===== src/rtl/core/atm_pkg.sv =====
// Package for the alarm table matcher: request/response payloads, command and
// status codes, table entry layout and the microcode control word format.
// No dependencies.
package atm_pkg;

    localparam int HOUR_W   = 5;
    localparam int MINUTE_W = 6;
    localparam int SLOT_W   = 5;
    localparam int COUNT_W  = 5;

    typedef enum logic [1:0] {
        CMD_ADD    = 2'd0,
        CMD_DELETE = 2'd1,
        CMD_CHECK  = 2'd2,
        CMD_READ   = 2'd3
    } cmd_t;

    typedef enum logic [1:0] {
        STAT_OK   = 2'd0,
        STAT_FULL = 2'd1,
        STAT_BAD  = 2'd2
    } status_t;

    typedef struct packed {
        cmd_t                command;
        logic [HOUR_W-1:0]   alarm_hour;
        logic [MINUTE_W-1:0] alarm_minute;
        logic [SLOT_W-1:0]   slot;
        logic [HOUR_W-1:0]   now_hour;
        logic [MINUTE_W-1:0] now_minute;
    } req_t;

    typedef struct packed {
        status_t             status;
        logic                ring;
        logic [SLOT_W-1:0]   rang_slot;
        logic [COUNT_W-1:0]  alarm_count;
        logic [HOUR_W-1:0]   entry_hour;
        logic [MINUTE_W-1:0] entry_minute;
        logic                entry_alerted;
    } rsp_t;

    // One table entry as held in the RAM
    typedef struct packed {
        logic [HOUR_W-1:0]   hour;
        logic [MINUTE_W-1:0] minute;
        logic                alerted;
    } entry_t;

    // Microcode fields
    typedef enum logic [1:0] {RD_NONE, RD_IDX, RD_IDX_P1, RD_SLOT} rd_src_t;
    typedef enum logic [1:0] {WR_NONE, WR_ADD, WR_MOVE, WR_CHECK} wr_src_t;
    typedef enum logic [1:0] {IDX_HOLD, IDX_ZERO, IDX_SLOT, IDX_INC} idx_op_t;
    typedef enum logic [1:0] {CNT_HOLD, CNT_INC, CNT_DEC} cnt_op_t;
    typedef enum logic [2:0] {RES_NONE, RES_FULL, RES_BAD, RES_RING, RES_ENTRY} res_op_t;
    typedef enum logic [2:0] {
        COND_ALWAYS, COND_FULL, COND_BAD_SLOT, COND_IDX_END, COND_MOVE_END, COND_FIRE
    } cond_t;

    typedef enum logic [3:0] {
        ST_A_TEST, ST_A_FULL, ST_A_WRITE,
        ST_D_TEST, ST_D_START, ST_D_LOOP, ST_D_MOVE,
        ST_C_START, ST_C_LOOP, ST_C_EVAL, ST_C_RING,
        ST_R_TEST, ST_R_ADDR, ST_R_GET,
        ST_BAD, ST_DONE
    } step_t;

    // next step = condition ? tgt : alt; finish hands the result over
    typedef struct packed {
        rd_src_t rd;
        wr_src_t wr;
        idx_op_t idx;
        cnt_op_t cnt;
        res_op_t res;
        cond_t   cond;
        step_t   tgt;
        step_t   alt;
        logic    finish;
    } ctrl_word_t;

    localparam ctrl_word_t CW_NOP = '{
        rd: RD_NONE, wr: WR_NONE, idx: IDX_HOLD, cnt: CNT_HOLD, res: RES_NONE,
        cond: COND_ALWAYS, tgt: ST_DONE, alt: ST_DONE, finish: 1'b0
    };

    typedef struct packed {
        ctrl_word_t cw;
        logic       start;
        logic       load;
    } seq_ctrl_t;

    typedef struct packed {
        logic full;
        logic bad_slot;
        logic idx_end;
        logic move_end;
        logic fire;
    } dp_flags_t;

    // Alarm h:m is at or before current time nh:nm
    function automatic logic alarm_passed(
        input logic [HOUR_W-1:0]   h,
        input logic [MINUTE_W-1:0] m,
        input logic [HOUR_W-1:0]   nh,
        input logic [MINUTE_W-1:0] nm
    );
        return (h < nh) || ((h == nh) && (m <= nm));
    endfunction

endpackage


===== src/rtl/core/atm_if.sv =====
// Valid/ready channel interfaces for the alarm table matcher.
// Depends on atm_pkg for the payload types.
interface atm_req_if;
    logic          valid;
    logic          ready;
    atm_pkg::req_t data;

    modport source (output valid, output data, input ready);
    modport sink   (input valid, input data, output ready);
endinterface

interface atm_rsp_if;
    logic          valid;
    logic          ready;
    atm_pkg::rsp_t data;

    modport source (output valid, output data, input ready);
    modport sink   (input valid, input data, output ready);
endinterface


===== src/rtl/core/atm_ram.sv =====
// Generic single-write, single-read RAM with registered read data.
// No dependencies.
module atm_ram #(
    parameter int WIDTH = 12,
    parameter int DEPTH = 20
) (
    input  logic                                          clk,
    input  logic                                          wr_en,
    input  logic [((DEPTH > 1) ? $clog2(DEPTH) : 1)-1:0]  wr_addr,
    input  logic [WIDTH-1:0]                              wr_data,
    input  logic                                          rd_en,
    input  logic [((DEPTH > 1) ? $clog2(DEPTH) : 1)-1:0]  rd_addr,
    output logic [WIDTH-1:0]                              rd_data
);
    logic [WIDTH-1:0] mem [DEPTH];
    logic [WIDTH-1:0] rd_data_reg;

    always_ff @(posedge clk)
    begin
        if (wr_en)
        begin
            mem[wr_addr] <= wr_data;
        end
        if (rd_en)
        begin
            rd_data_reg <= mem[rd_addr];
        end
    end

    assign rd_data = rd_data_reg;
endmodule


===== src/rtl/core/atm_seq.sv =====
// Microcode sequencer: control ROM, step counter, condition select and the
// request/response handshake control. Depends on atm_pkg.
module atm_seq (
    input  logic                clk,
    input  logic                rst_n,
    input  logic                req_valid,
    input  atm_pkg::cmd_t       req_command,
    output logic                req_ready,
    output logic                rsp_valid,
    input  logic                rsp_ready,
    input  atm_pkg::dp_flags_t  flags,
    output atm_pkg::seq_ctrl_t  ctrl
);
    typedef enum logic [1:0] {S_IDLE, S_RUN, S_HOLD} seq_state_t;

    seq_state_t          state_reg, state_next;
    atm_pkg::step_t      step_reg, step_next;
    logic                out_valid_reg, out_valid_next;
    atm_pkg::ctrl_word_t cw;
    logic                cond_true;
    logic                start;
    logic                load;
    logic                out_free;

    function automatic atm_pkg::ctrl_word_t micro_rom(input atm_pkg::step_t step);
        atm_pkg::ctrl_word_t w;
        w = atm_pkg::CW_NOP;
        unique case (step)
            atm_pkg::ST_A_TEST:
            begin
                w.cond = atm_pkg::COND_FULL;
                w.tgt  = atm_pkg::ST_A_FULL;
                w.alt  = atm_pkg::ST_A_WRITE;
            end
            atm_pkg::ST_A_FULL:
            begin
                w.res    = atm_pkg::RES_FULL;
                w.finish = 1'b1;
            end
            atm_pkg::ST_A_WRITE:
            begin
                w.wr     = atm_pkg::WR_ADD;
                w.cnt    = atm_pkg::CNT_INC;
                w.finish = 1'b1;
            end
            atm_pkg::ST_D_TEST:
            begin
                w.cond = atm_pkg::COND_BAD_SLOT;
                w.tgt  = atm_pkg::ST_BAD;
                w.alt  = atm_pkg::ST_D_START;
            end
            atm_pkg::ST_D_START:
            begin
                w.cnt = atm_pkg::CNT_DEC;
                w.idx = atm_pkg::IDX_SLOT;
                w.tgt = atm_pkg::ST_D_LOOP;
            end
            atm_pkg::ST_D_LOOP:
            begin
                w.rd   = atm_pkg::RD_IDX_P1;
                w.cond = atm_pkg::COND_MOVE_END;
                w.tgt  = atm_pkg::ST_DONE;
                w.alt  = atm_pkg::ST_D_MOVE;
            end
            atm_pkg::ST_D_MOVE:
            begin
                w.wr  = atm_pkg::WR_MOVE;
                w.idx = atm_pkg::IDX_INC;
                w.tgt = atm_pkg::ST_D_LOOP;
            end
            atm_pkg::ST_C_START:
            begin
                w.idx = atm_pkg::IDX_ZERO;
                w.tgt = atm_pkg::ST_C_LOOP;
            end
            atm_pkg::ST_C_LOOP:
            begin
                w.rd   = atm_pkg::RD_IDX;
                w.idx  = atm_pkg::IDX_INC;
                w.cond = atm_pkg::COND_IDX_END;
                w.tgt  = atm_pkg::ST_DONE;
                w.alt  = atm_pkg::ST_C_EVAL;
            end
            atm_pkg::ST_C_EVAL:
            begin
                // flag rewritten as the passed bit: clears future ones, marks the ringer
                w.wr   = atm_pkg::WR_CHECK;
                w.cond = atm_pkg::COND_FIRE;
                w.tgt  = atm_pkg::ST_C_RING;
                w.alt  = atm_pkg::ST_C_LOOP;
            end
            atm_pkg::ST_C_RING:
            begin
                w.res    = atm_pkg::RES_RING;
                w.finish = 1'b1;
            end
            atm_pkg::ST_R_TEST:
            begin
                w.cond = atm_pkg::COND_BAD_SLOT;
                w.tgt  = atm_pkg::ST_BAD;
                w.alt  = atm_pkg::ST_R_ADDR;
            end
            atm_pkg::ST_R_ADDR:
            begin
                w.rd  = atm_pkg::RD_SLOT;
                w.tgt = atm_pkg::ST_R_GET;
            end
            atm_pkg::ST_R_GET:
            begin
                w.res    = atm_pkg::RES_ENTRY;
                w.finish = 1'b1;
            end
            atm_pkg::ST_BAD:
            begin
                w.res    = atm_pkg::RES_BAD;
                w.finish = 1'b1;
            end
            atm_pkg::ST_DONE:
            begin
                w.finish = 1'b1;
            end
            default:
            begin
                w.finish = 1'b1;
            end
        endcase
        return w;
    endfunction

    function automatic atm_pkg::step_t entry_step(input atm_pkg::cmd_t cmd);
        atm_pkg::step_t s;
        unique case (cmd)
            atm_pkg::CMD_ADD:    s = atm_pkg::ST_A_TEST;
            atm_pkg::CMD_DELETE: s = atm_pkg::ST_D_TEST;
            atm_pkg::CMD_CHECK:  s = atm_pkg::ST_C_START;
            atm_pkg::CMD_READ:   s = atm_pkg::ST_R_TEST;
            default:             s = atm_pkg::ST_DONE;
        endcase
        return s;
    endfunction

    assign req_ready = (state_reg == S_IDLE);
    assign start     = req_valid && req_ready;
    assign out_free  = !out_valid_reg || rsp_ready;

    always_comb
    begin
        cw = (state_reg == S_RUN) ? micro_rom(step_reg) : atm_pkg::CW_NOP;

        unique case (cw.cond)
            atm_pkg::COND_ALWAYS:   cond_true = 1'b1;
            atm_pkg::COND_FULL:     cond_true = flags.full;
            atm_pkg::COND_BAD_SLOT: cond_true = flags.bad_slot;
            atm_pkg::COND_IDX_END:  cond_true = flags.idx_end;
            atm_pkg::COND_MOVE_END: cond_true = flags.move_end;
            atm_pkg::COND_FIRE:     cond_true = flags.fire;
            default:                cond_true = 1'b1;
        endcase

        state_next = state_reg;
        step_next  = step_reg;
        load       = 1'b0;

        unique case (state_reg)
            S_IDLE:
            begin
                if (start)
                begin
                    state_next = S_RUN;
                    step_next  = entry_step(req_command);
                end
            end
            S_RUN:
            begin
                if (cw.finish)
                begin
                    if (out_free)
                    begin
                        load       = 1'b1;
                        state_next = S_IDLE;
                    end
                    else
                    begin
                        state_next = S_HOLD;
                    end
                end
                else
                begin
                    step_next = cond_true ? cw.tgt : cw.alt;
                end
            end
            S_HOLD:
            begin
                if (out_free)
                begin
                    load       = 1'b1;
                    state_next = S_IDLE;
                end
            end
            default:
            begin
                state_next = S_IDLE;
            end
        endcase

        if (load)
        begin
            out_valid_next = 1'b1;
        end
        else if (rsp_ready)
        begin
            out_valid_next = 1'b0;
        end
        else
        begin
            out_valid_next = out_valid_reg;
        end
    end

    always_ff @(posedge clk or negedge rst_n)
    begin
        if (!rst_n)
        begin
            state_reg     <= S_IDLE;
            step_reg      <= atm_pkg::ST_DONE;
            out_valid_reg <= 1'b0;
        end
        else
        begin
            state_reg     <= state_next;
            step_reg      <= step_next;
            out_valid_reg <= out_valid_next;
        end
    end

    assign rsp_valid  = out_valid_reg;
    assign ctrl.cw    = cw;
    assign ctrl.start = start;
    assign ctrl.load  = load;
endmodule


===== src/rtl/core/atm_dp.sv =====
// Datapath: request capture, entry count, walk index, table RAM, result
// registers and output register. Depends on atm_pkg and atm_ram.
module atm_dp #(
    parameter int ALARM_SLOTS = 20
) (
    input  logic               clk,
    input  logic               rst_n,
    input  atm_pkg::seq_ctrl_t ctrl,
    input  atm_pkg::req_t      req_data,
    output atm_pkg::dp_flags_t flags,
    output atm_pkg::rsp_t      rsp_data
);
    localparam int IDX_W = (ALARM_SLOTS > 1) ? $clog2(ALARM_SLOTS) : 1;
    localparam int CNT_W = $clog2(ALARM_SLOTS + 1);
    localparam int CMP_W = (CNT_W > atm_pkg::SLOT_W) ? CNT_W : atm_pkg::SLOT_W;

    atm_pkg::req_t     req_reg;
    logic [CNT_W-1:0]  count_reg, count_next;
    logic [CNT_W-1:0]  idx_reg, idx_next;
    logic [IDX_W-1:0]  last_reg, last_next;
    atm_pkg::status_t  status_reg, status_next;
    logic              ring_reg, ring_next;
    logic [IDX_W-1:0]  rang_reg, rang_next;
    atm_pkg::entry_t   entry_reg, entry_next;
    atm_pkg::rsp_t     out_reg;

    logic [CMP_W-1:0]  slot_ext;
    logic [CMP_W-1:0]  cnt_ext;
    logic [CMP_W-1:0]  count_out_ext;
    logic [CMP_W-1:0]  rang_ext;
    logic [CNT_W-1:0]  idx_p1;
    logic              rd_en;
    logic [IDX_W-1:0]  rd_addr;
    logic              wr_en;
    logic [IDX_W-1:0]  wr_addr;
    atm_pkg::entry_t   wr_data;
    atm_pkg::entry_t   rdata;
    logic              rdata_passed;
    logic              new_passed;

    assign slot_ext = CMP_W'(req_reg.slot);
    assign cnt_ext  = CMP_W'(count_reg);
    assign idx_p1   = idx_reg + CNT_W'(1);

    assign rdata_passed = atm_pkg::alarm_passed(rdata.hour, rdata.minute,
                                                req_reg.now_hour, req_reg.now_minute);
    assign new_passed   = atm_pkg::alarm_passed(req_reg.alarm_hour, req_reg.alarm_minute,
                                                req_reg.now_hour, req_reg.now_minute);

    assign flags.full     = (count_reg >= CNT_W'(ALARM_SLOTS));
    assign flags.bad_slot = (count_reg == '0) || (slot_ext >= cnt_ext);
    assign flags.idx_end  = (idx_reg >= count_reg);
    // count is already decremented here; shift while idx is below it
    assign flags.move_end = (idx_reg >= count_reg);
    assign flags.fire     = rdata_passed && !rdata.alerted;

    always_comb
    begin
        rd_en   = 1'b1;
        rd_addr = idx_reg[IDX_W-1:0];
        case (ctrl.cw.rd)
            atm_pkg::RD_IDX:    rd_addr = idx_reg[IDX_W-1:0];
            atm_pkg::RD_IDX_P1: rd_addr = idx_p1[IDX_W-1:0];
            atm_pkg::RD_SLOT:   rd_addr = slot_ext[IDX_W-1:0];
            default:            rd_en   = 1'b0;
        endcase
        last_next = rd_en ? rd_addr : last_reg;

        wr_en   = 1'b1;
        wr_addr = idx_reg[IDX_W-1:0];
        wr_data = rdata;
        case (ctrl.cw.wr)
            atm_pkg::WR_ADD:
            begin
                wr_addr = count_reg[IDX_W-1:0];
                wr_data = '{hour: req_reg.alarm_hour, minute: req_reg.alarm_minute,
                            alerted: new_passed};
            end
            atm_pkg::WR_MOVE:
            begin
                wr_addr = idx_reg[IDX_W-1:0];
                wr_data = rdata;
            end
            atm_pkg::WR_CHECK:
            begin
                wr_addr = last_reg;
                wr_data = '{hour: rdata.hour, minute: rdata.minute, alerted: rdata_passed};
            end
            default:
            begin
                wr_en = 1'b0;
            end
        endcase

        case (ctrl.cw.idx)
            atm_pkg::IDX_ZERO: idx_next = '0;
            atm_pkg::IDX_SLOT: idx_next = slot_ext[CNT_W-1:0];
            atm_pkg::IDX_INC:  idx_next = idx_p1;
            default:           idx_next = idx_reg;
        endcase

        case (ctrl.cw.cnt)
            atm_pkg::CNT_INC: count_next = count_reg + CNT_W'(1);
            atm_pkg::CNT_DEC: count_next = count_reg - CNT_W'(1);
            default:          count_next = count_reg;
        endcase

        status_next = status_reg;
        ring_next   = ring_reg;
        rang_next   = rang_reg;
        entry_next  = entry_reg;
        if (ctrl.start)
        begin
            status_next = atm_pkg::STAT_OK;
            ring_next   = 1'b0;
            rang_next   = '0;
            entry_next  = '0;
        end
        else
        begin
            case (ctrl.cw.res)
                atm_pkg::RES_FULL:  status_next = atm_pkg::STAT_FULL;
                atm_pkg::RES_BAD:   status_next = atm_pkg::STAT_BAD;
                atm_pkg::RES_RING:
                begin
                    ring_next = 1'b1;
                    rang_next = last_reg;
                end
                atm_pkg::RES_ENTRY: entry_next = rdata;
                default:            ;
            endcase
        end
    end

    assign count_out_ext = CMP_W'(count_next);
    assign rang_ext      = CMP_W'(rang_next);

    atm_ram #(
        .WIDTH ($bits(atm_pkg::entry_t)),
        .DEPTH (ALARM_SLOTS)
    ) u_table (
        .clk     (clk),
        .wr_en   (wr_en),
        .wr_addr (wr_addr),
        .wr_data (wr_data),
        .rd_en   (rd_en),
        .rd_addr (rd_addr),
        .rd_data (rdata)
    );

    always_ff @(posedge clk or negedge rst_n)
    begin
        if (!rst_n)
        begin
            count_reg <= '0;
        end
        else
        begin
            count_reg <= count_next;
        end
    end

    always_ff @(posedge clk)
    begin
        if (ctrl.start)
        begin
            req_reg <= req_data;
        end
        idx_reg    <= idx_next;
        last_reg   <= last_next;
        status_reg <= status_next;
        ring_reg   <= ring_next;
        rang_reg   <= rang_next;
        entry_reg  <= entry_next;
        if (ctrl.load)
        begin
            out_reg.status        <= status_next;
            out_reg.ring          <= ring_next;
            out_reg.rang_slot     <= rang_ext[atm_pkg::SLOT_W-1:0];
            out_reg.alarm_count   <= count_out_ext[atm_pkg::COUNT_W-1:0];
            out_reg.entry_hour    <= entry_next.hour;
            out_reg.entry_minute  <= entry_next.minute;
            out_reg.entry_alerted <= entry_next.alerted;
        end
    end

    assign rsp_data = out_reg;
endmodule


===== src/rtl/core/alarm_table_matcher.sv =====
// Alarm table matcher top level: microcoded sequencer plus table datapath.
// Depends on atm_pkg, atm_if, atm_seq, atm_dp (and atm_ram through atm_dp).
//
//   Port   Dir   Payload          Handshake
//   req    in    atm_pkg::req_t   valid/ready, one request per item
//   rsp    out   atm_pkg::rsp_t   valid/ready, one response per request
//
// One request at a time; req.ready is high while the sequencer is idle.
// Read and delete answer a bad slot with STAT_BAD. Delete shifts down the entries
// above the deleted slot, and check walks the table from entry 0 until one rings
// or all entries are walked; the two-step read-then-write loop around the
// registered table read sets the pace of both walks.
// A finished response waits in the output register; a new request is taken
// meanwhile. If that register is still full at the next finish, the
// sequencer holds. Reset clears the entry count; table contents are not reset.
module alarm_table_matcher #(
    parameter int ALARM_SLOTS = 20
) (
    input  logic             clk,
    input  logic             rst_n,
    atm_req_if.sink          req,
    atm_rsp_if.source        rsp
);
    atm_pkg::seq_ctrl_t ctrl;
    atm_pkg::dp_flags_t flags;

    atm_seq u_seq (
        .clk         (clk),
        .rst_n       (rst_n),
        .req_valid   (req.valid),
        .req_command (req.data.command),
        .req_ready   (req.ready),
        .rsp_valid   (rsp.valid),
        .rsp_ready   (rsp.ready),
        .flags       (flags),
        .ctrl        (ctrl)
    );

    atm_dp #(
        .ALARM_SLOTS (ALARM_SLOTS)
    ) u_dp (
        .clk      (clk),
        .rst_n    (rst_n),
        .ctrl     (ctrl),
        .req_data (req.data),
        .flags    (flags),
        .rsp_data (rsp.data)
    );
endmodule


===== src/flat_wrapper.sv =====
// flat-port wrapper written by rule: the top's interface ports become plain ports
module alarm_table_matcher_flat 
#(
    parameter int ALARM_SLOTS = 20
)
  (clk, rst_n, req_valid, req_data, req_ready, rsp_valid, rsp_data, rsp_ready);
  atm_req_if req_i ();
  atm_rsp_if rsp_i ();
  input  logic clk;
  input  logic rst_n;
  input wire logic [$bits(req_i.valid)-1:0] req_valid;
  input wire logic [$bits(req_i.data)-1:0] req_data;
  output wire logic [$bits(req_i.ready)-1:0] req_ready;
  output wire logic [$bits(rsp_i.valid)-1:0] rsp_valid;
  output wire logic [$bits(rsp_i.data)-1:0] rsp_data;
  input wire logic [$bits(rsp_i.ready)-1:0] rsp_ready;
  assign req_i.valid = req_valid;
  assign req_i.data = req_data;
  assign req_ready = req_i.ready;
  assign rsp_valid = rsp_i.valid;
  assign rsp_data = rsp_i.data;
  assign rsp_i.ready = rsp_ready;
  alarm_table_matcher #(.ALARM_SLOTS(ALARM_SLOTS)) u_core (.clk(clk), .rst_n(rst_n), .req(req_i), .rsp(rsp_i));
endmodule

===== config.mk =====
export PLATFORM = sky130hd
export DESIGN_NAME = alarm_table_matcher_flat
export DESIGN_NICKNAME = d
export VERILOG_FILES = /design/src/rtl/core/atm_pkg.sv /design/src/rtl/core/atm_if.sv /design/src/rtl/core/atm_ram.sv /design/src/rtl/core/atm_seq.sv /design/src/rtl/core/atm_dp.sv /design/src/rtl/core/alarm_table_matcher.sv /design/src/flat_wrapper.sv
export SDC_FILE = /design/constraint.sdc
export NUM_CORES = 1
export LEC_CHECK = 0
export BUFFER_PORTS_ARGS = -buffer_cell sky130_fd_sc_hd__buf_2
export CAP_MARGIN = 10
export CORE_ASPECT_RATIO = 0.9
export CORE_MARGIN = 2
export CORE_UTILIZATION = 40
export DETAILED_ROUTE_END_ITERATION = 8
export PLACE_DENSITY = 0.54
export SETUP_SLACK_MARGIN = 0.5
export SLEW_MARGIN = 10
export SYNTH_ARGS = -nofsm -noshare
export SYNTH_HDL_FRONTEND = slang
export SYNTH_SLANG_ARGS = --single-unit

===== constraint.sdc =====
create_clock -name clk -period 3.4 [get_ports clk]
set_clock_uncertainty 0.15 [all_clocks]
set_input_delay 0.17 -clock clk [delete_from_list [all_inputs] [get_ports clk]]
set_output_delay 0.17 -clock clk [all_outputs]
set_load 0.02 [all_outputs]

==> results.sh, run 1 <==
export IMPL_cts_sinks=346
export IMPL_crit_top_cell="mux2i_1"
export IMPL_yosysMostFrequentCell="edfxtp_1"
export IMPL_crit_type="reg -> reg"
export IMPL_first_pass_iters=5
export IMPL_hpwlAfterDp_um=23700
export IMPL_synth_seq_area_share_pct=67.8
export IMPL_drive_above_1_share_pct=22.5
export IMPL_setup_viol=0
export IMPL_grt_overflow_total=0
export IMPL_largest_reg_flops=240
export IMPL_total_power_uw=15000
export IMPL_grt_pass1_vias=9208
export IMPL_ys_ff_latch=346
export IMPL_drv_slew=0
export IMPL_synth_edf_count=314
export IMPL_endpoint_kind="flip-flop"
export IMPL_grt_usage_pct=18.8
export IMPL_layoutNonFillerInstCount=1774
export IMPL_powerDensity_nw_per_um2=810
export IMPL_num_rows=67
export IMPL_period_needed_ps=2960
export IMPL_die_h_um=187
export IMPL_syn_inst=1066
export IMPL_async_reset_ff_share_pct=3.47
export IMPL_core_sq_um=37100
export IMPL_numPlacedInstances=1640
export IMPL_ioPinCount=60
export IMPL_drt_initial_drc_count=640
export IMPL_antenna_found_initial=1
export IMPL_nFillCells=3190
export IMPL_met1_length_um=17600
export IMPL_vdd_drop_max_v=0.000448
export IMPL_hold_viol_final=0
export IMPL_cts_tree="yes"
export IMPL_ctsLongestPathBuffers=3
export IMPL_area_delta_synth_final_pct=24.2
export IMPL_wl_per_cell_um=20.7
export IMPL_antenna_left=0
export IMPL_top_layer_used="met4"
export IMPL_critPathMaxFanout=8
export IMPL_synth_cell_types=63
export IMPL_synth_top_flop_cell="edfxtp_1"
export IMPL_synth_common_cells="edfxtp_1, nand2_1, mux2i_1, nand3_1, nor2_1"
export IMPL_p_leak_uw=0.00696
export IMPL_place_gp_congestion=0.865
export IMPL_grt_pass1_wl_um=55900
export IMPL_die_w_um=208
export IMPL_fin_crit_sh_pct=87.0
export IMPL_status="completed"
export IMPL_synth_area_per_cell_sq_um=14.0
export IMPL_rsz0062_at_grt="true"
export IMPL_syn_num_nets=1140
export IMPL_syn_area_sq_um=14900
export IMPL_cap_violations=0
export IMPL_cts_made_buffers=36
export IMPL_wl_met2_um=17000
export IMPL_htreeDepth=2
export IMPL_grt_max_degree=38
export IMPL_initial_utilization_pct=40.3
export IMPL_relSlewSlack_pct=40.6
export IMPL_arrival_ps=3070
export IMPL_worst_pin_slew_ps=890
export IMPL_cp_slowest_stage_delay_ps=550
export IMPL_drc=0
export IMPL_synthTopCellsByArea="edfxtp_1, mux2i_1, nand2_1, ha_1, dfxtp_1"
export IMPL_synth_warnings=0
export IMPL_clock_root_buffer="clkbuf_16"
export IMPL_cp_required_ps=3510
export IMPL_clk_latency_ps=530
export IMPL_cp_buffers_inverters=5
export IMPL_hold_class="in -> async"
export IMPL_synth_top_area_cell="edfxtp_1"
export IMPL_cp_top_family="buffers and inverters"
export IMPL_dr_wl_met3_um=1470
export IMPL_port_buffers=59
export IMPL_fin_tns_setup_ps=0
export IMPL_path_clk_slew_ps=60
export IMPL_synth_top_area_share_pct=63.1
export IMPL_viasPerCell=5.22
export IMPL_die_area_sq_um=38900
export IMPL_crit_chain="xor2_1 > buf_4 > a31oi_4 > or3_4 > inv_16 > buf_12 > clkbuf_16 > buf_12 > mux2i_1 > mux2i_1 > mux2i_1 > o211ai_1"
export IMPL_whs_ps=37.1
export IMPL_critical_path_slowest_cell="dfstp_2"
export IMPL_fin_nets=1338
export IMPL_startpoint_type="flip-flop"
export IMPL_wirelength_um=36700
export IMPL_vias=9254
export IMPL_fmax_mhz=338
[where the power goes]
part	switching, uW	total (uW)	internal, uW
registers	253	5730	5480
clock network	1590	3850	2260
logic	3170	5460	2280
[placed cells by master, fill, tap and decap left out, types with 33 or more instances in the layout]
cell type        n
edfxtp_1       314
nand2_1        139
mux2i_1        129
buf_4           70
buf_2           60
nand3_1         51
nor2_1          44
ha_1            37
clkbuf_16       37
dlygate4sd3_1   34
inv_1           33
[worst register-to-register path, cell delays in order (launching register included)]
cell       delay [ps]
dfstp_2           550
xor2_1            140
buf_4             170
a31oi_4           110
or3_4             510
inv_16            140
buf_12            130
clkbuf_16         140
buf_12            100
mux2i_1           190
mux2i_1           100
mux2i_1           140
o211ai_1          130
[cells by family (layout without fill, tap and decap cells)]
| logic type | Yosys count | count (layout) | share of synthesized area [%] |
|---|---|---|---|
| flip-flops | 346 | 346 | 67.8 |
| AND/OR/NAND/NOR | 297 | 297 | 8.79 |
| multiplexers | 156 | 156 | 10.6 |
| AO/OA/AOI/OAI | 134 | 134 | 5.98 |
| buffers and inverters | 83 | 307 | 2.78 |
| adder cells (fa/ha/maj) | 41 | 41 | 3.48 |
| XOR/XNOR | 9 | 9 | 0.527 |
| other | 0 | 1 | 0 |
[area by class of cell]
type | count | area [sq um] | share of cell area, %
diodes | 1 | 2.50 | 0.0135
clock buffers | 44 | 931 | 5.01
repair buffers | 205 | 1890 | 10.2
flip-flops and latches | 346 | 10100 | 54.6
multi-input cells | 637 | 4640 | 25.0
well taps | 483 | 604 | 3.25
clock inverters | 20 | 209 | 1.13
repair inverters | 1 | 8.76 | 0.0472
inverters | 37 | 155 | 0.835
[what timing repair did]
action | in CTS | in global routing
pin swaps | 11 | 18
resized for setup | 38 | 37
setup buffers | 22 | 7
endpoints found under the hold margin | 46 | 0
hold buffers | 34 | 0
endpoints found under the setup margin | 168 | 262
cloned | 5 | 1
[metal layers]
layer | track usage (%) | vias up
met4 | 4.39 | 0
met5 | 0 | -
li1 | - | 4393
met3 | 2.69 | 48
met2 | 29.7 | 186
met1 | 27.6 | 4627
[worst paths after layout]
| check | start | to | cells after the start | slack [ps] |
|---|---|---|---|---|
| hold reg to reg | u_core.u_dp.entry_reg[2] | u_core.u_dp.entry_reg[2] | 2 | 300 |
| hold / removal | rst_n | u_core.u_seq.step_reg[1] | 2 | 40 |
| min in group clk | req_data[15] | u_core.u_dp.slot_ext[4] | 2 | 200 |
| setup / recovery | u_core.u_seq.step_reg[3] | u_core.u_dp.u_table.rd_data[7] | 12 | 440 |
| max in group asynchronous | rst_n | u_core.u_dp.cnt_ext[0] | 3 | 2190 |
| setup reg to reg | u_core.u_seq.step_reg[3] | u_core.u_dp.u_table.rd_data[7] | 12 | 440 |
[through the flow]
stage,worst slack [ps],instance area (sq um),utilization (%)
after global routing,336,18600,50.1
after CTS,459,18300,49.5
after floorplan,393,15000,-
final,442,18600,50.1
after global placement,11.3,16400,44.2
after detailed placement,1.53,16400,44.2
No activity file was read; power rests on OpenSTA's default activity.
==> run 2, diff against run 1 <==
--- a/config.mk
+++ b/config.mk
@@ -8,7 +8,6 @@
 export BUFFER_PORTS_ARGS = -buffer_cell sky130_fd_sc_hd__buf_2
 export CAP_MARGIN = 10
 export CORE_ASPECT_RATIO = 0.9
-export CORE_MARGIN = 2
 export CORE_UTILIZATION = 40
 export DETAILED_ROUTE_END_ITERATION = 8
 export PLACE_DENSITY = 0.54
==> run 2 against run 1 <==
Critical path depth fell by 2; global-route usage rose by 0.95 points; register-to-register slack better by 30 ps; clock power is 5.2% lower; non-clock buffer count shrank 4; flip-flop and latch count did not move; via count rose by 0.28%; first-iteration DRC count grew 39%; setup slack improved by 34 ps; total power fell by 1.3%; largest power group unchanged.
==> results.sh, run 2 (synthesis results as in run 1) <==
export IMPL_status="completed"
export IMPL_vias=9280
export IMPL_ioPinCount=60
export IMPL_wirelength_um=37500
export IMPL_clock_root_buffer="clkbuf_16"
export IMPL_drive_above_1_share_pct=24.2
export IMPL_core_sq_um=36500
export IMPL_antenna_found_initial=1
export IMPL_ctsLongestPathBuffers=3
export IMPL_cap_violations=0
export IMPL_internal_power_uw=9760
export IMPL_drc=0
export IMPL_cp_required_ps=3510
export IMPL_die_h_um=185
export IMPL_power_switching_uw=5080
export IMPL_hpwlAfterDp_um=23400
export IMPL_multiInputGateArea_sq_um=4830
export IMPL_vdd_drop_max_v=0.000449
export IMPL_numPlacedInstances=1617
export IMPL_mostFrequentLayoutCells="edfxtp_1, nand2_1, mux2i_1"
export IMPL_swShare_pct=34.2
export IMPL_clk_latency_ps=530
export IMPL_clockPowerShare_pct=24.6
export IMPL_drv_slew=0
export IMPL_cts_tree="yes"
export IMPL_viasPerCell=5.28
export IMPL_relSlewSlack_pct=39.3
export IMPL_wl_per_cell_um=21.3
export IMPL_fin_crit_sh_pct=86.0
export IMPL_fin_ws_ps=476
export IMPL_powerDensity_nw_per_um2=801
export IMPL_seqCellArea_sq_um=10100
export IMPL_grt_usage_pct=19.8
export IMPL_critical_path_startpoint="u_core.u_seq.step_reg[1]"
export IMPL_area_delta_synth_final_pct=24.0
export IMPL_drt_initial_drc_count=892
export IMPL_layoutNonFillerInstCount=1759
export IMPL_critPathMaxFanout=11
export IMPL_hold_class="in -> async"
export IMPL_place_gp_congestion=0.857
export IMPL_htreeDepth=2
export IMPL_p_leak_uw=0.00694
export IMPL_initial_utilization_pct=41.0
export IMPL_cts_made_buffers=35
export IMPL_first_pass_iters=5
export IMPL_r2r_start="u_core.u_seq.step_reg[1]"
export IMPL_fmax_mhz=342
export IMPL_hold_viol_final=0
export IMPL_pre_cts_slack_ps=107
export IMPL_fin_nets=1333
export IMPL_grt_pass1_vias=9021
export IMPL_crit_type="reg -> reg"
export IMPL_r2r_slack_ps=480
export IMPL_path_clk_slew_ps=60
export IMPL_largest_reg_flops=240
export IMPL_whs_ps=29.7
export IMPL_nFillCells=3090
export IMPL_startpoint_type="flip-flop"
export IMPL_pwr_share_seq_pct=39.0
export IMPL_worst_pin_slew_ps=909
export IMPL_port_buffers=59
export IMPL_grt_max_degree=39
export IMPL_power_frac_comb_pct=36.4
export IMPL_num_rows=66
export IMPL_num_antenna_cells=0
export IMPL_period_needed_ps=2920
export IMPL_antenna_left=0
export IMPL_rsz0062_at_grt="true"
export IMPL_mostFrequentLayoutCell="edfxtp_1"
export IMPL_fin_tns_setup_ps=0
export IMPL_die_w_um=206
export IMPL_cts_sinks=346
export IMPL_setup_viol=0
export IMPL_arrival_ps=3030
export IMPL_grt_overflow_total=0
export IMPL_grt_pass1_wl_um=55400
export IMPL_endpoint_kind="flip-flop"
export IMPL_die_area_sq_um=38100
[run 2: cell count changes in the layout (fill, tap and decap cells not counted), moves of 3 or more]
cell / before / now
nor2_4: 2 / 6
buf_12: 17 / 5
buf_6: 11 / 19
clkinv_1: 10 / 7
nor2_1: 44 / 38
buf_8: 6 / 3
clkbuf_1: 8 / 12
nand2_1: 139 / 132
nand2_2: 0 / 6
[run 2: through the flow]
| stage | area [sq um] | util, % | total power, uW |
|---|---|---|---|
| after global placement | 16100 | 44.2 | 10300 |
| after floorplan | 15000 | - | 8810 |
| final | 18500 | 50.8 | 14800 |
| after CTS | 17900 | 49.1 | 14400 |
| after global routing | 18500 | 50.8 | 15600 |
| after detailed placement | 16100 | 44.2 | 10300 |
[run 2: routing by layer]
layer / global-route usage [%] / vias up / part of all wire (%)
li1: - / 4373 / -
met1: 29.3 / 4625 / 48
met2: 30.3 / 236 / 45
met3: 3.04 / 46 / 5.1
met4: 4.68 / 0 / 1.9
met5: 0 / - / 0
[run 2: path summary, 6_finish.rpt]
path / depth (start not counted) / endpoint
setup / recovery: 10 / u_core.u_dp.u_table.rd_data[11]
hold / removal: 2 / u_core.u_seq.step_reg[2]
setup reg to reg: 10 / u_core.u_dp.u_table.rd_data[11]
hold reg to reg: 2 / u_core.u_dp.ring_reg
max in group asynchronous: 3 / u_core.u_dp.cnt_ext[0]
min in group clk: 2 / u_core.u_dp.req_reg[1]
[run 2: critical path: stages, from the launching register on]
cell,delay [ps]
dfstp_2,710
or2_2,210
nor3_4,40
or3_4,480
clkinv_8,120
buf_12,110
buf_16,110
mux2i_1,200
mux2_2,190
o22a_1,220
o211ai_1,110
[run 2: power groups by stage]
stage / sequential (uW) / combinational [uW] / clock, uW
2_1_floorplan: 5810 / 3000 / 0
3_3_place_gp: 5830 / 4440 / 0
6_report: 5780 / 5410 / 3650
4_1_cts: 5760 / 4940 / 3730
3_5_place_dp: 5830 / 4490 / 0
5_1_grt: 5820 / 5870 / 3900
[run 2: repair_timing]
item,in CTS,in global routing
setup buffers,14,23
setup endpoints to repair,231,266
hold buffers,33,0
gates resized for setup,35,93
endpoints found under the hold margin,46,0
cloned,6,5
pin swaps,2,18
[run 2: layout make-up]
type / instances / share of cell area (%)
clock inverters: 14 / 0.722
repair buffers: 201 / 9.46
repair inverters: 1 / 0.0877
clock buffers: 47 / 4.97
flip-flops and latches: 346 / 54.7
inverters: 37 / 0.837
multi-input cells: 637 / 26.0
well taps: 476 / 3.21
==> run 3, diff against run 2 <==
--- a/config.mk
+++ b/config.mk
@@ -8,9 +8,9 @@
 export BUFFER_PORTS_ARGS = -buffer_cell sky130_fd_sc_hd__buf_2
 export CAP_MARGIN = 10
 export CORE_ASPECT_RATIO = 0.9
-export CORE_UTILIZATION = 40
+export CORE_UTILIZATION = 34
 export DETAILED_ROUTE_END_ITERATION = 8
-export PLACE_DENSITY = 0.54
+export PLACE_DENSITY = 0.47
 export SETUP_SLACK_MARGIN = 0.5
 export SLEW_MARGIN = 10
 export SYNTH_ARGS = -nofsm -noshare
==> run 3 against run 2 <==
Clock power grew 4%; largest power group unchanged; total power shrank 0.31%; highest routed layer unchanged; sequential share of layout area grew 0.20 points.
==> results.sh, run 3 (synthesis results as in run 1) <==
export IMPL_status="completed"
export IMPL_nFillCells=3931
export IMPL_powerDensity_nw_per_um2=801
export IMPL_die_h_um=201
export IMPL_critical_path_slowest_cell="or3_4"
export IMPL_cap_violations=0
export IMPL_r2r_end="u_core.u_dp.u_table.rd_data[5]"
export IMPL_clockPowerShare_pct=25.5
export IMPL_endpoint_kind="flip-flop"
export IMPL_viasPerCell=5.05
export IMPL_mostFrequentLayoutCells="edfxtp_1, nand2_1, mux2i_1"
export IMPL_cts_made_buffers=38
export IMPL_antenna_found_initial=0
export IMPL_period_needed_ps=2920
export IMPL_power_frac_comb_pct=35.5
export IMPL_drive_above_1_share_pct=22.5
export IMPL_place_gp_congestion=0.841
export IMPL_power_switching_uw=5050
export IMPL_cp_slowest_stage_delay_ps=430
export IMPL_grt_pass1_vias=9107
export IMPL_ioPinCount=60
export IMPL_p_leak_uw=0.00686
export IMPL_hold_viol_final=0
export IMPL_utilization_pct=42.8
export IMPL_drt_initial_drc_count=628
export IMPL_grt_overflow_total=0
export IMPL_fin_nets=1318
export IMPL_internal_power_uw=9750
export IMPL_largest_reg_flops=240
export IMPL_fmax_mhz=343
export IMPL_num_antenna_cells=0
export IMPL_wirelength_um=39000
export IMPL_grt_usage_pct=17.1
export IMPL_crit_chain="inv_2 > ha_4 > buf_8 > nand3b_1 > nor3_2 > or3_4 > inv_12 > buf_4 > buf_16 > mux2i_1 > mux2_2 > o22a_1 > o211ai_1"
export IMPL_cp_buffers_inverters=5
export IMPL_hpwlAfterDp_um=24100
export IMPL_r2r_start="u_core.u_seq.state_reg[1]"
export IMPL_pwr_share_seq_pct=39.0
export IMPL_wl_per_cell_um=21.4
export IMPL_area_delta_synth_final_pct=23.6
export IMPL_cts_sinks=346
export IMPL_drv_slew=0
export IMPL_worst_pin_slew_ps=904
export IMPL_cp_top_family="simple AND/OR/NAND/NOR gates"
export IMPL_worst_path_stages=13
export IMPL_clock_root_buffer="clkbuf_16"
export IMPL_startpoint_type="flip-flop"
export IMPL_critical_path_startpoint="u_core.u_seq.state_reg[1]"
export IMPL_cts_tree="yes"
export IMPL_vias=9203
export IMPL_num_rows=72
export IMPL_initial_utilization_pct=34.6
export IMPL_rsz0062_at_grt="true"
export IMPL_vdd_drop_max_v=0.000370
export IMPL_htreeDepth=2
export IMPL_antenna_left=0
export IMPL_path_clk_slew_ps=60
export IMPL_hold_class="in -> async"
export IMPL_core_sq_um=43200
export IMPL_critPathMaxFanout=10
export IMPL_die_w_um=223
export IMPL_drc=0
export IMPL_arrival_ps=3040
export IMPL_r2r_cells=13
export IMPL_setup_viol=0
export IMPL_clk_latency_ps=550
export IMPL_grt_pass1_wl_um=56900
export IMPL_crit_type="reg -> reg"
export IMPL_die_area_sq_um=44800
export IMPL_cp_required_ps=3520
export IMPL_fin_crit_sh_pct=85.8
export IMPL_swShare_pct=34.1
export IMPL_relSlewSlack_pct=39.6
export IMPL_first_pass_iters=5
export IMPL_port_buffers=59
export IMPL_ctsLongestPathBuffers=3
export IMPL_grt_max_degree=40
export IMPL_r2r_slack_ps=480
export IMPL_mostFrequentLayoutCell="edfxtp_1"
export IMPL_fin_tns_setup_ps=0
## run 3: layout make-up
class	instances	area [sq um]	area share (%)
timing repair buffer	183	1690	9.16
sequential	346	10100	54.9
clock buffer	51	1030	5.58
tap	555	694	3.76
multi-input combinational	637	4670	25.3
inverter	37	151	0.819
timing repair inverter	1	11.3	0.0609
clock inverter	14	82.6	0.447
## run 3: timing repair
item	CTS	global route
cloned	4	7
buffers inserted	4	20
gates resized for setup	36	66
setup endpoints to repair	274	296
endpoints found under the hold margin	46	0
pin swaps	2	10
hold buffers	33	0
## run 3: power groups by stage
stage / Combinational, uW / Clock, uW / Sequential (uW)
after floorplan: 3000 / 0 / 5810
after global placement: 4530 / 0 / 5840
after detailed placement: 4550 / 0 / 5830
after CTS: 4830 / 3880 / 5760
after global routing: 5720 / 4030 / 5800
final: 5250 / 3780 / 5770
## run 3: how the worst max path moves through the flow
stage	slack, ps	endpoint
6_report	480	u_core.u_dp.u_table.rd_data[5]
5_1_grt	370	u_core.u_dp.u_table.rd_data[0]
4_1_cts	470	u_core.u_dp.u_table.rd_data[10]
3_5_place_dp	20	u_core.u_dp.u_table.rd_data[10]
3_3_place_gp	30	u_core.u_dp.u_table.rd_data[10]
2_1_floorplan	390	u_core.u_dp.rsp_data[16]
## run 3: metrics by stage
step / cell area, sq um / instances / hold WS, ps / worst slack (ps) / power (uW)
finish: 18500 / 1824 / 28.7 / 484 / 14800
global route: 18500 / 1824 / 43.0 / 374 / 15600
CTS: 17900 / 1797 / 12.0 / 470 / 14500
detailed placement: 16300 / 1691 / -67.2 / 17.4 / 10400
global placement: 16300 / 1691 / -67.3 / 28.3 / 10400
floorplan: 15000 / 1066 / -276 / 393 / 8810
## run 3: layer usage
layer | up-vias | wire [um] | GRT usage [%]
li1 | 4356 | - | -
met4 | 0 | 833 | 5.02
met5 | - | 0 | 0
met1 | 4599 | 18700 | 24.7
met3 | 50 | 1810 | 2.68
met2 | 198 | 17700 | 26.4
## run 3: worst register-to-register path, stage by stage, from the launching register on
cell and delay, ps:
dfrtp_1 360, inv_2 60, ha_4 170, buf_8 130, nand3b_1 170, nor3_2 70
or3_4 440, inv_12 100, buf_4 130, buf_16 140, mux2i_1 190, mux2_2 190
o22a_1 230, o211ai_1 120
